$ cat src/rtl/hfs_pkg.sv
// Shared types and constants for the height-map floor sampler.
`timescale 1ns / 1ps
package hfs_pkg;

   localparam int FRAC_BITS = 10;
   localparam int FRAC_ONE  = 1024;

   localparam logic OP_WRITE  = 1'b0;
   localparam logic OP_SAMPLE = 1'b1;

   // Slope width (Q8.18, magnitude below 2^26), square-root and divider widths.
   localparam int DH_W       = 27;
   localparam int SQ_W       = 52;
   localparam int RAD_W      = 54;
   localparam int LEN_W      = 27;
   localparam int Q_W        = 15;
   localparam int NUM_W      = LEN_W + Q_W;
   localparam int SQRT_STEPS = RAD_W / 2;

   typedef enum logic [7:0] {
      ST_IDLE    = 8'b0000_0001,
      ST_READ    = 8'b0000_0010,
      ST_BLEND   = 8'b0000_0100,
      ST_SQUARE  = 8'b0000_1000,
      ST_SUMSQ   = 8'b0001_0000,
      ST_ROOT    = 8'b0010_0000,
      ST_DIVGO   = 8'b0100_0000,
      ST_DIVWAIT = 8'b1000_0000
   } state_type;

   typedef enum logic [1:0] {
      COMP_X = 2'd0,
      COMP_Y = 2'd1,
      COMP_Z = 2'd2
   } comp_type;

endpackage

$ cat src/rtl/hfs_div.sv
// Restoring divider that produces a short quotient, one bit per cycle.
`timescale 1ns / 1ps
module hfs_div import hfs_pkg::*; (
   input  logic             clock,
   input  logic             reset,
   input  logic             start,
   input  logic [NUM_W-1:0] numer,
   input  logic [LEN_W-1:0] denom,
   output logic             done,
   output logic [Q_W-1:0]   quo
);

   logic             busy_ff, busy_in;
   logic             done_ff, done_in;
   logic [3:0]       cnt_ff, cnt_in;
   logic [LEN_W-1:0] rem_ff, rem_in;
   logic [LEN_W-1:0] den_ff, den_in;
   logic [Q_W-1:0]   low_ff, low_in;
   logic [LEN_W:0]   trial;
   logic [LEN_W:0]   diff;
   logic             ge;

   assign trial = {rem_ff, low_ff[Q_W-1]};
   assign ge    = trial >= {1'b0, den_ff};
   assign diff  = trial - {1'b0, den_ff};

   always_comb begin
      busy_in = busy_ff;
      done_in = 1'b0;
      cnt_in  = cnt_ff;
      rem_in  = rem_ff;
      den_in  = den_ff;
      low_in  = low_ff;
      if (start) begin
         // The quotient is known to fit in Q_W bits, so the upper part of the
         // numerator is already below the divisor.
         busy_in = 1'b1;
         cnt_in  = 4'(Q_W - 1);
         rem_in  = numer[NUM_W-1:Q_W];
         low_in  = numer[Q_W-1:0];
         den_in  = denom;
      end else if (busy_ff) begin
         rem_in = ge ? diff[LEN_W-1:0] : trial[LEN_W-1:0];
         low_in = {low_ff[Q_W-2:0], ge};
         cnt_in = cnt_ff - 4'd1;
         if (cnt_ff == 4'd0) begin
            busy_in = 1'b0;
            done_in = 1'b1;
         end
      end
   end

   always_ff @(posedge clock) begin
      if (reset) begin
         busy_ff <= 1'b0;
         done_ff <= 1'b0;
         cnt_ff  <= '0;
      end else begin
         busy_ff <= busy_in;
         done_ff <= done_in;
         cnt_ff  <= cnt_in;
      end
      rem_ff <= rem_in;
      den_ff <= den_in;
      low_ff <= low_in;
   end

   assign done = done_ff;
   assign quo  = low_ff;

endmodule

$ cat config.mk
export PLATFORM = sky130hd
export DESIGN_NAME = hfs_div
export DESIGN_NICKNAME = d
export VERILOG_FILES = /design/src/rtl/hfs_pkg.sv /design/src/rtl/hfs_div.sv
export SDC_FILE = /design/constraint.sdc
export NUM_CORES = 1
export LEC_CHECK = 0
export BUFFER_PORTS_ARGS = -buffer_cell sky130_fd_sc_hd__buf_4
export CAP_MARGIN = 40
export CORE_AREA = 2 2 101 103
export DETAILED_ROUTE_END_ITERATION = 10
export DIE_AREA = 0 0 103 105
export PLACE_DENSITY_LB_ADDON = 0.05
export SLEW_MARGIN = 20
export SYNTH_ARGS = -nofsm -noshare
export SYNTH_HDL_FRONTEND = slang
export SYNTH_SLANG_ARGS = --single-unit
$ cat constraint.sdc
create_clock -name clock -period 3.6 [get_ports clock]
set_input_delay 0 -clock clock [delete_from_list [all_inputs] [get_ports clock]]
set_output_delay 0 -clock clock [all_outputs]
set_load 0.05 [all_outputs]
Yosys cells after proc, flatten, opt, wreduce, memory -nomap -nowiden --
Index checks and enable logic that the tools add are counted.
Storage, ports and cells: register bits 75, input bits 72, output and inout port bits 16
Cells by class: add/sub/neg operators 2, $lt $le $gt $ge 1, multiplexer cells 11, bitwise gates (word level) 1, reduce and logical (&&, ||, !) cells 4
Operators by type and width (number):
- 27-bit two-way mux | 3
- 15-bit two-way mux | 2
- 28-bit by 27-bit greater-or-equal comparator with 1-bit output | 1
- 27-bit subtractor | 1
- 4-bit two-way mux | 2
- 4-bit logical NOT | 1
- 1-bit two-way mux | 4
- 4-bit by 1-bit subtractor with 4-bit output, second input constant | 1
- 3-bit OR reduction | 1
- 2-bit nonzero test | 1
- 2-bit OR reduction | 1
- 1-bit inverter | 1

Depth between registers and ports, before layout --
depth after elaboration 4, gate-level depth with buffers 13, gate-level depth less buffers 11

Least setup slack after synthesis --
No wires, ideal clock.
kind flip-flop to flip-flop, start reg low_ff[14], in the netlist quo[14], end reg rem_ff[10] (data pin), setup time 260 ps, arrival 3228 ps, data required time 3340 ps, slack 112 ps, stages on the path, launching flop included 14, path buffers 2, cell sequence edfxtp_1 inv_1 ha_1 fa_1 nand2b_1 a21oi_1 o21ai_1 a31o_2 a211oi_2 or2_1 buf_6 buf_6 mux2_4 mux2_2
On the way: word-level cells in the longest chain between the ends 4
RTL lines:
- start: declaration | line hfs_div.sv:18 | logic [Q_W-1:0] low_ff, low_in;
- start signal: assignment | line hfs_div.sv:65 | low_ff <= low_in;
- 27-bit subtractor or 28-bit by 27-bit greater-or-equal comparator with 1-bit output (tied branches) | line hfs_div.sv:25, hfs_div.sv:24
- 27-bit two-way mux * | line hfs_div.sv:43 | rem_in = ge ? diff[LEN_W-1:0] : trial[LEN_W-1:0];
- 27-bit two-way mux * | line hfs_div.sv:42 | end else if (busy_ff) begin
- 27-bit two-way mux * | line hfs_div.sv:34 | if (start) begin
- named net rem_in[10] | line hfs_div.sv:16 | logic [LEN_W-1:0] rem_ff, rem_in;
- end signal: assignment | line hfs_div.sv:63 | rem_ff <= rem_in;
- end: declaration | line hfs_div.sv:16
Mark *: on every way through the listed nets, which the timed path passes. The rest lies on a longest branch. The select of a mux whose other input is x is not followed. A chain may end at the register's enable or synchronous reset.

Final worst setup path --
start reg low_ff[14], in the netlist quo[14], end reg rem_ff[22] (data pin)
The elaborated chain is that of the path after synthesis.

==> results.json <==
{
  "outcome": "completed",
  "grt_pass1_vias": 3808,
  "cts_max_path_buffers": 2,
  "power_frac_seq": 0.316,
  "p_leak_nw": 2.74,
  "skew_ps": 8.15,
  "seq_area_frac_synth": 0.463,
  "grt_max_degree": 54,
  "drive_gt1_frac": 0.285,
  "ir_drop_uv": 375,
  "avgSynthCellArea_um2": 11.2,
  "area_delta_synth_final_pct": 35.6,
  "min_period_ps": 3350,
  "p_int_mw": 2.59,
  "die_x_um": 103,
  "cts_tree": "yes",
  "critPathCaptureType": "flop",
  "fp.coreArea_um2": 9640,
  "cp-start-kind": "flop",
  "cts.sinks": 75,
  "r2r_slack_ps": 250,
  "clockRootBuffer": "clkbuf_8",
  "syn_area_um2": 4730,
  "wl_per_cell_um": 14.5,
  "timing.hold.ws_ps": 49.0,
  "viasPerCell": 5.14,
  "clock_latency_ps": 380,
  "criticalPathCategory": "reg -> reg",
  "n_antenna_cell": 0,
  "cts_htree_levels": 3,
  "io_pins": 88,
  "totalPowerFinal_mw": 4.00,
  "synthFlopType": "edfxtp_1",
  "yosysWarnings": 0,
  "drt-total-wl_mm": 10.4,
  "r2r_cells": 12,
  "p_per_area_nw_per_um2": 623,
  "crit_required_ps": 3740,
  "drv_cap": 0,
  "drt_iter0_markers": 112,
  "synth_nets": 523,
  "p_switching_mw": 1.41,
  "synth_cell_types": 53,
  "r2r_start": "quo[14]$_DFFE_PP_",
  "grt_pass1_wl_mm": 17.1,
  "async_flop_share": 0,
  "place_hpwl_mm": 7.10,
  "dp_cells": 632,
  "fin_cells": 715,
  "whs_path_depth": 3,
  "num_vias": 3673,
  "synth_edf_count": 69,
  "slew_headroom": 0.549,
  "antenna_left": 0,
  "drc_errors": 0,
  "setup_violations": 0,
  "switching_share": 0.353,
  "cts_buffers": 9,
  "cts.clk_slew.worst_paths_ps": 90,
  "place.port_buffers": 87,
  "power_frac_comb": 0.497,
  "final_nets": 679,
  "place.gp.congestion": 0.865,
  "antenna_found_initial": 0,
  "drv_slew": 0,
  "overflow": 0,
  "ys_ff_latch": 75,
  "cp_max_fo": 13,
  "fmax_mhz": 299,
  "die_h_um": 105,
  "num_rows": 36,
  "crit_start": "quo[14]$_DFFE_PP_",
  "grt_usage": 0.203,
  "p_clk_frac": 0.186,
  "final.period_utilization": 0.929,
  "hold_class": "in -> reg",
  "critPathCapture": "rem_ff[22]$_DFFE_PP_",
  "fin_util": 0.666,
  "rsz0062_at_grt": "false",
  "fillers": 790,
  "worst_pin_slew_ps": 673,
  "initial_core_util": 0.491,
  "cts-resized-gates": 0,
  "dr.pass1.iters": 4,
  "die-area_um2": 10800,
  "critical_path_arrival_ps": 3480,
  "r2r-end": "rem_ff[22]$_DFFE_PP_",
  "final.setup.tns_ps": 0,
  "finalHoldViolations": 0,
  "syn_inst": 421
}
how the worst min path moves through the flow:
stage,from,to,slack [ps]
after floorplan,reset,busy_ff$_SDFF_PP0_,70
after global placement,denom[19],den_ff[19]$_DFFE_PP_,180
after detailed placement,denom[19],den_ff[19]$_DFFE_PP_,180
after CTS,numer[40],rem_ff[25]$_DFFE_PP_,40
after global routing,numer[40],rem_ff[25]$_DFFE_PP_,80
final,numer[40],rem_ff[25]$_DFFE_PP_,50
what timing repair did:
item                       in CTS  in global routing
hold buffers                   67                  0
setup buffers                   0                  0
setup endpoints to repair       0                  0
hold endpoints to repair       72                  0
per-layer routing:
| metal | share of wire | up-vias | GRT usage |
|---|---|---|---|
| met5 | 0 | - | 0 |
| met1 | 0.45 | 1702 | 0.257 |
| met4 | 0.015 | 0 | 0.0686 |
| met3 | 0.066 | 12 | 0.0682 |
| li1 | - | 1863 | - |
| met2 | 0.47 | 96 | 0.324 |
Yosys cell counts (4+ instances only):
library cell,n,area (µm²)
edfxtp_1,69,2070
mux2_2,41,462
inv_1,35,131
ha_1,29,363
nor2_1,29,109
a21oi_1,28,140
nand2_1,22,82.6
xnor2_1,16,140
mux2_4,12,180
o21ai_0,12,60.1
clkbuf_1,10,37.5
a21o_1,8,60.1
nand3_1,8,40.0
nor3_1,8,40.0
xor2_1,8,70.1
dfxtp_1,6,120
nor2b_1,6,37.5
o21a_1,6,45.0
nand2b_1,5,31.3
nand4_1,5,31.3
o211ai_1,4,30.0
layout by cell type (no fill, tap or decap), types with 6 or more instances in the layout:
cell type       n
xnor2_1        16
nor2_1         29
nand2_1        22
a21oi_1        28
buf_4          91
mux2_4         12
dfxtp_1         6
edfxtp_1       69
nor2b_1         6
nand3_1         8
mux2_2         41
inv_1          35
ha_1           29
dlygate4sd3_1  67
clkbuf_8        9
xor2_1          8
a21o_1          8
nor3_1          8
o21a_1          6
o21ai_0        12
kinds of logic after synthesis:
logic type / after synthesis / share of synthesized area
simple gates: 102 / 0.107
compound gates: 85 / 0.119
flops: 75 / 0.463
mux: 56 / 0.142
buf+inv: 49 / 0.0439
fa+ha+maj: 30 / 0.0809
xor+xnor: 24 / 0.0444
per-stage QoR:
stage          cell area (µm²)  worst slack (ps)
5_1_grt                   6420              53.8
2_1_floorplan             4730               112
4_1_cts                   6420               260
6_report                  6420               254
3_3_place_gp              5510               362
3_5_place_dp              5530               282
area by class of cell:
cell class                      instances  area, µm²  share of cell area
Clock buffer                            9        124              0.0193
Sequential cell                        75       2190               0.342
Inverter                               35        131              0.0205
Multi-Input combinational cell        297       2330               0.364
Clock inverter                          7       97.6              0.0152
Tap cell                              133        166              0.0259
Timing Repair Buffer                  159       1370               0.214
flip-flops by register name, indices dropped and copies added, names as in the netlist:
register,flops
den_ff,27
busy_ff,1
quo,15
cnt_ff,4
rem_ff,27
done,1
power by group through the flow:
| stage | Combinational, mW | Clock, mW | Sequential [mW] |
|---|---|---|---|
| after floorplan | 1.49 | 0 | 1.32 |
| after global placement | 1.89 | 0 | 1.28 |
| after detailed placement | 1.93 | 0 | 1.28 |
| after CTS | 1.99 | 0.766 | 1.26 |
| after global routing | 2.20 | 0.795 | 1.29 |
| final | 1.99 | 0.746 | 1.26 |
worst max-delay path, stage by stage (launching register included):
cell and delay, ps:
edfxtp_1 360, inv_1 60, ha_1 220, fa_1 400, nand2b_1 180, a21oi_1 260
o21ai_1 140, a31o_2 280, a211oi_2 200, or2_1 170, buf_4 250, mux2_4 320
mux2_2 260
Power figures use the tool's default switching activity.
