--- src/rtl/hfs_pkg.sv ---
// Shared types and constants for the height-map floor sampler.
`timescale 1ns / 1ps
package hfs_pkg;

   localparam int FRAC_BITS = 10;
   localparam int FRAC_ONE  = 1024;

   localparam logic OP_WRITE  = 1'b0;
   localparam logic OP_SAMPLE = 1'b1;

   // Slope width (Q8.18, magnitude below 2^26), square-root and divider widths.
   localparam int DH_W       = 27;
   localparam int SQ_W       = 52;
   localparam int RAD_W      = 54;
   localparam int LEN_W      = 27;
   localparam int Q_W        = 15;
   localparam int NUM_W      = LEN_W + Q_W;
   localparam int SQRT_STEPS = RAD_W / 2;

   typedef enum logic [7:0] {
      ST_IDLE    = 8'b0000_0001,
      ST_READ    = 8'b0000_0010,
      ST_BLEND   = 8'b0000_0100,
      ST_SQUARE  = 8'b0000_1000,
      ST_SUMSQ   = 8'b0001_0000,
      ST_ROOT    = 8'b0010_0000,
      ST_DIVGO   = 8'b0100_0000,
      ST_DIVWAIT = 8'b1000_0000
   } state_type;

   typedef enum logic [1:0] {
      COMP_X = 2'd0,
      COMP_Y = 2'd1,
      COMP_Z = 2'd2
   } comp_type;

endpackage

--- src/rtl/hfs_isqrt.sv ---
// Iterative integer square root, one result bit per cycle.
`timescale 1ns / 1ps
module hfs_isqrt import hfs_pkg::*; (
   input  logic             clock,
   input  logic             reset,
   input  logic             start,
   input  logic [RAD_W-1:0] radicand,
   output logic             done,
   output logic [LEN_W-1:0] root
);

   logic             busy_ff, busy_in;
   logic             done_ff, done_in;
   logic [4:0]       cnt_ff, cnt_in;
   logic [RAD_W-1:0] n_ff, n_in;
   logic [RAD_W:0]   res_ff, res_in;
   logic [RAD_W-1:0] bit_ff, bit_in;
   logic [RAD_W:0]   trial;
   logic             ge;

   assign trial = res_ff + {1'b0, bit_ff};
   assign ge    = {1'b0, n_ff} >= trial;

   always_comb begin
      busy_in = busy_ff;
      done_in = 1'b0;
      cnt_in  = cnt_ff;
      n_in    = n_ff;
      res_in  = res_ff;
      bit_in  = bit_ff;
      if (start) begin
         busy_in = 1'b1;
         cnt_in  = 5'(SQRT_STEPS - 1);
         n_in    = radicand;
         res_in  = '0;
         bit_in  = RAD_W'(1) << (RAD_W - 2);
      end else if (busy_ff) begin
         if (ge) begin
            n_in   = n_ff - trial[RAD_W-1:0];
            res_in = (res_ff >> 1) + {1'b0, bit_ff};
         end else begin
            res_in = res_ff >> 1;
         end
         bit_in = bit_ff >> 2;
         cnt_in = cnt_ff - 5'd1;
         if (cnt_ff == 5'd0) begin
            busy_in = 1'b0;
            done_in = 1'b1;
         end
      end
   end

   always_ff @(posedge clock) begin
      if (reset) begin
         busy_ff <= 1'b0;
         done_ff <= 1'b0;
         cnt_ff  <= '0;
      end else begin
         busy_ff <= busy_in;
         done_ff <= done_in;
         cnt_ff  <= cnt_in;
      end
      n_ff   <= n_in;
      res_ff <= res_in;
      bit_ff <= bit_in;
   end

   assign done = done_ff;
   assign root = res_ff[LEN_W-1:0];

endmodule

--- config.mk ---
export PLATFORM = sky130hd
export DESIGN_NAME = hfs_isqrt
export DESIGN_NICKNAME = d
export VERILOG_FILES = /design/src/rtl/hfs_pkg.sv /design/src/rtl/hfs_isqrt.sv
export SDC_FILE = /design/constraint.sdc
export NUM_CORES = 1
export LEC_CHECK = 0
export BUFFER_PORTS_ARGS = -buffer_cell sky130_fd_sc_hd__buf_2
export CORE_ASPECT_RATIO = 1.1
export CORE_MARGIN = 8
export CORE_UTILIZATION = 50
export CTS_BUF_LIST = sky130_fd_sc_hd__clkbuf_2
export DETAILED_ROUTE_END_ITERATION = 8
export PLACE_DENSITY = 0.75
export SETUP_SLACK_MARGIN = 0.2
export SLEW_MARGIN = 15
export SYNTH_ARGS = -nofsm -noshare
export SYNTH_HDL_FRONTEND = slang
export SYNTH_SLANG_ARGS = --single-unit
--- constraint.sdc ---
create_clock -name clock -period 10 [get_ports clock]
set_input_delay 2 -clock clock [delete_from_list [all_inputs] [get_ports clock]]
set_output_delay 2 -clock clock [all_outputs]
set_load 0.03 [all_outputs]
; Word level (Yosys, flattened, before mapping)
; Index checks and enable logic that the tools add are counted.
[word_totals]
reg_bits = 143
input_bits = 57
word_cells = 29
[classes]
addsub = 4
magnitude_cmp = 1
muxes = 10
bitwise_logic = 1
n_reduce_logical = 6
[ops]
columns = operator, count
row1 = $mux 54, 3
row2 = $add 54x53->55, 1
row3 = $add 55x53->55, 1
row4 = $ge 54x55->1, 1
row5 = $mux 55, 1
row6 = $sub 54x54->54, 1
row7 = $mux 5, 2
row8 = $logic_not 5->1, 1
row9 = $sub 5x1->5 const B, 1
row10 = $mux 1, 4
row11 = $reduce_bool 2->1, 2
row12 = $reduce_or 3->1, 1
row13 = $reduce_and 2->1, 1
row14 = $reduce_or 2->1, 1
row15 = $not 1->1, 1

; Depth between registers and ports, before layout
[logic_depth]
depth_word = 5
depth_mapped = 27
mapped_depth_nobuf = 23

; Least setup slack after synthesis
; No wires, ideal clock.
[synth_path]
path_type = reg-to-reg
from = register res_ff[6]
to = register n_ff[0] (enable)
setup_time_ns = 0.540
arrival_time_ns = 8.674
required_time_ns = 9.460
path_slack_ns = 0.786
stages_incl_launch_ff = 26
period_less_slack_ns = 9.214
cell_sequence = dfxtp_1 -> ha_1 -> a31oi_1 -> o21ai_0 -> a21oi_1 -> o21ai_0 -> a2111oi_0 -> nor2_1 -> a31oi_1 -> nor2_1 -> o21ai_0 -> xor2_1 -> ha_1 -> clkbuf_1 -> nand2_1 -> or3_1 -> nor4_1 -> a31oi_1 -> o21ai_1 -> nor3_1 -> nor2_1 -> o211ai_4 -> buf_6 -> buf_6 -> buf_4 -> o21ai_0
[synth_between]
elab_chain_cells = 4
[synth_lines]
columns = element, line_no
row1 = "start, declared", hfs_isqrt.sv:16  ; logic [RAD_W:0] res_ff, res_in;
row2 = "start signal, assigned", hfs_isqrt.sv:64  ; res_ff <= res_in;
row3 = $add 55x53->55, hfs_isqrt.sv:21  ; assign trial = res_ff + {1'b0, bit_ff};
row4 = $ge 54x55->1, hfs_isqrt.sv:22  ; assign ge = {1'b0, n_ff} >= trial;
row5 = $reduce_bool 2->1 (no source line), n/a
row6 = $reduce_and 2->1 (no source line), n/a
row7 = "end signal, assigned", hfs_isqrt.sv:63  ; n_ff <= n_in;
row8 = "end, declared", hfs_isqrt.sv:15  ; logic [RAD_W-1:0] n_ff, n_in;
; Every way passes these cells.
; A chain may end at the register's enable or synchronous reset.

; Worst setup path in the final report
[layout_path]
from = register res_ff[6]
to = register n_ff[53] (enable)
; The elaborated chain is that of the path after synthesis.

==> impl_metrics.ini <==
[outcome]
status = completed

[logic_synthesis]
syn-num-nets = 1770
synthXorXnorAreaFrac_pct = 8.07
synth_adder_area_share_pct = 11.0
synth.ff_latch_count = 143
synth_edf_count = 54
yosys_warnings = 0
synthMuxAreaShare_pct = 2.82
synth_area_um2 = 12900
async_reset_ff_share_pct = 0
synthFlopType = dfxtp_1
yosysUniqueCellTypes = 76
synth_simple_gate_area_share_pct = 19.2
synth_area_per_cell_um2 = 8.07
syn_inst = 1600
synth_top_family_by_area = compound AO/OA/AOI/OAI gates
ys_seq_area_share_pct = 26.3
synth_compound_area_share_pct = 26.5

[place]
hpwl_mm = 27.1
place.gp.congestion = 0.974
placed_cells_incl_taps = 1926
port_buffers = 84

[flow_run]
max_cap_viol_count = 0

[sta]
maxSlewHeadroom_pct = 29.5
max_freq_mhz = 137
tightest_slew_ps = 1060
drv_slew = 0
tns_ps = 0
hold_viol_final = 0
rsz0062_at_grt = false
min_period_ps = 7290
finClkSkew_ps = 38.4
finalCritPeriodShare_pct = 72.9
setup_viol = 0

[global_route]
grt_pass1_vias = 11500
gr-usage-all-layers_pct = 22.8
grt_pass1_wl_mm = 58.3
overflow = 0
grt_max_degree = 81
grt_antenna_before_repair = 1

[setup_path]
crit_type = flip-flop to flip-flop
arrival_ps = 7670
crit_chain = ha_1 -> a31oi_1 -> o21ai_0 -> a21oi_1 -> o21ai_0 -> a2111oi_0 -> nor2_1 -> a31oi_1 -> nor2_1 -> o21ai_0 -> xor2_1 -> ha_1 -> nand2_1 -> or3_1 -> nor4_1 -> a31oi_1 -> o21ai_1 -> nor3_1 -> nor2_1 -> o211ai_4 -> buf_4 -> o21ai_4 -> buf_4
crit_slowest_cell = a2111oi_0
worst-path-max-fanout = 78
worstSetupEndpointType = flip-flop
slowest_delay_ps = 790
cp.required_ps = 10390
cp-start-kind = flip-flop

[floorplanning]
ioPinCount = 85
dieHeight_um = 185
die_area_um2 = 31200
die_x_um = 169
initial_core_util_pct = 51.0
rows = 61
core-area_um2 = 25300

[power_and_ir_drop]
leakagePower_nw = 5.22
peakVddDrop_v = 0.000210
power_density_nw_per_um2 = 195

[route]
drc = 0
via_per_inst = 6.23
drt_iter0_markers = 886
drt-pass1-iter-count = 9
ant_nets = 0
wl_mm = 36.2
wl_per_cell_um = 18.5
vias = 12200

[cts]
cts-root-buf = clkbuf_2
clock_latency_ps = 750
postCtsSetupBuffers = 0
numClockSinks = 143
cts_buffer_depth = 2
tritoncts = yes
cts_resized = 0
cts-buffers-inserted = 17
cts_hold_buf = 0
path_clk_slew_ps = 250
h-tree-depth = 4

[final_layout]
area_delta_synth_final_pct = 5.06
fin_util_pct = 53.6
nets = 1769
layout.cells.non_filler = 1960
drive_above_1_share_pct = 9.49

[hold_path]
hp-class = flip-flop to flip-flop
## layout by cell type (no fill, tap or decap), types with 18 or more instances in the layout
| cell | count |
|---|---|
| edfxtp_1 | 54 |
| xnor2_1 | 64 |
| nand4_1 | 32 |
| xor2_1 | 55 |
| nor2_1 | 123 |
| a32oi_1 | 20 |
| a21o_1 | 40 |
| inv_1 | 48 |
| ha_1 | 112 |
| mux2i_1 | 33 |
| a21oi_1 | 97 |
| and3_1 | 23 |
| or3_1 | 18 |
| nand2_1 | 149 |
| o21ai_0 | 126 |
| nor2b_1 | 23 |
| or4_1 | 20 |
| dfxtp_1 | 88 |
| nand3_1 | 59 |
| buf_2 | 83 |
| nor3_1 | 22 |
| a31oi_1 | 49 |
| o21bai_1 | 28 |
## per-stage QoR
| step | cell area (um2) | hold WS [ps] | setup slack (ps) | total power [mW] |
|---|---|---|---|---|
| 3_5_place_dp | 13300 | 527 | 2840 | 2.20 |
| 4_1_cts | 13600 | 548 | 2790 | 2.64 |
| 3_3_place_gp | 13300 | 492 | 3050 | 2.19 |
| 2_1_floorplan | 12900 | 479 | 786 | 1.94 |
| 5_1_grt | 13600 | 570 | 2170 | 2.83 |
| 6_report | 13600 | 547 | 2710 | 2.64 |
## logic make-up after synthesis
kind of cell,after synthesis
muxes,36
xor gates and xnor gates,119
adders and majority gates,113
DFF,143
buffers and inverters,161
AOI/OAI and AO/OA,516
and+or+nand+nor,512
## critical path: cells and delay by family, from the launching register on
| kind | cells | cell delay (ps) |
|---|---|---|
| simple gates | 7 | 1710 |
| compound gates | 11 | 2770 |
| flops | 1 | 550 |
| xor+xnor | 1 | 110 |
| buf+inv | 2 | 970 |
| fa+ha+maj | 2 | 750 |
## flip-flops by register name (all words and copies together) (netlist names)
name / flops
done: 1
n_ff: 54
cnt_ff: 5
bit_ff: 27
res_ff: 55
busy_ff: 1
## synthesized netlist by cell type, types with 4 or more instances
| cell type | count | area share [%] |
|---|---|---|
| xor2_1 | 55 | 3.7 |
| or4_1 | 20 | 1.2 |
| buf_2 | 6 | 0.23 |
| and2_1 | 8 | 0.39 |
| xnor2_1 | 64 | 4.3 |
| o21a_1 | 8 | 0.46 |
| o311ai_0 | 14 | 0.95 |
| o311ai_1 | 6 | 0.41 |
| a22oi_1 | 4 | 0.23 |
| o21ai_1 | 7 | 0.27 |
| a31o_2 | 10 | 0.68 |
| a32oi_1 | 20 | 1.4 |
| a21o_1 | 40 | 2.3 |
| ha_1 | 112 | 11 |
| o2111ai_1 | 5 | 0.34 |
| clkbuf_1 | 65 | 1.9 |
| nor2_1 | 125 | 3.6 |
| o31a_1 | 5 | 0.34 |
| inv_1 | 48 | 1.4 |
| nand4_1 | 32 | 1.5 |
| nor3_1 | 22 | 0.85 |
| nand2b_1 | 9 | 0.44 |
| a211oi_1 | 17 | 0.99 |
| a21oi_1 | 97 | 3.8 |
| mux2i_1 | 33 | 2.6 |
| edfxtp_1 | 54 | 13 |
| and3_1 | 23 | 1.1 |
| nor4_1 | 8 | 0.39 |
| o211ai_1 | 10 | 0.58 |
| o31ai_1 | 14 | 0.81 |
| nor2b_1 | 23 | 1.1 |
| buf_4 | 34 | 2.0 |
| a221oi_1 | 5 | 0.34 |
| or3_1 | 18 | 0.87 |
| nand2_1 | 149 | 4.3 |
| nand3_1 | 59 | 2.3 |
| o21ai_0 | 127 | 4.9 |
| a211o_1 | 4 | 0.27 |
| o21bai_1 | 28 | 1.6 |
| dfxtp_1 | 89 | 14 |
| buf_6 | 5 | 0.44 |
| a31oi_1 | 49 | 2.4 |
| a21boi_0 | 6 | 0.35 |
| a311oi_1 | 11 | 0.75 |
## final timing paths
kind / from / end / slack (ps) / cells after the start
worst max-delay path: res_ff[6] / n_ff[53] / 2710 / 23
worst min-delay path: bit_ff[10] / bit_ff[8] / 550 / 2
worst max register to register: res_ff[6] / n_ff[53] / 2710 / 23
worst min register to register: bit_ff[10] / bit_ff[8] / 550 / 2
## routing by layer
metal / part of all wire, % / up-vias / GRT usage (%)
li1: - / 6002 / -
met1: 44 / 5747 / 28.2
met2: 48 / 389 / 39.4
met3: 5.6 / 70 / 3.77
met4: 2.6 / 0 / 8.25
met5: 0 / - / 0
## area by class of cell
type / instances / area (um2)
tap: 346 / 433
timing repair buffer: 93 / 490
fill: 2456 / 11800
inverter: 48 / 180
sequential: 143 / 3410
clock buffer: 17 / 85.1
clock inverter: 15 / 216
multi-input combinational: 1296 / 8750
antenna: 2 / 5.00
## power breakdown
part	switching, mW	total (mW)	internal (mW)
clock network	0.241	0.430	0.189
registers	0.0898	0.830	0.740
logic	0.856	1.38	0.529
total	1.19	2.64	1.46
(Power assumes the default switching activity.)
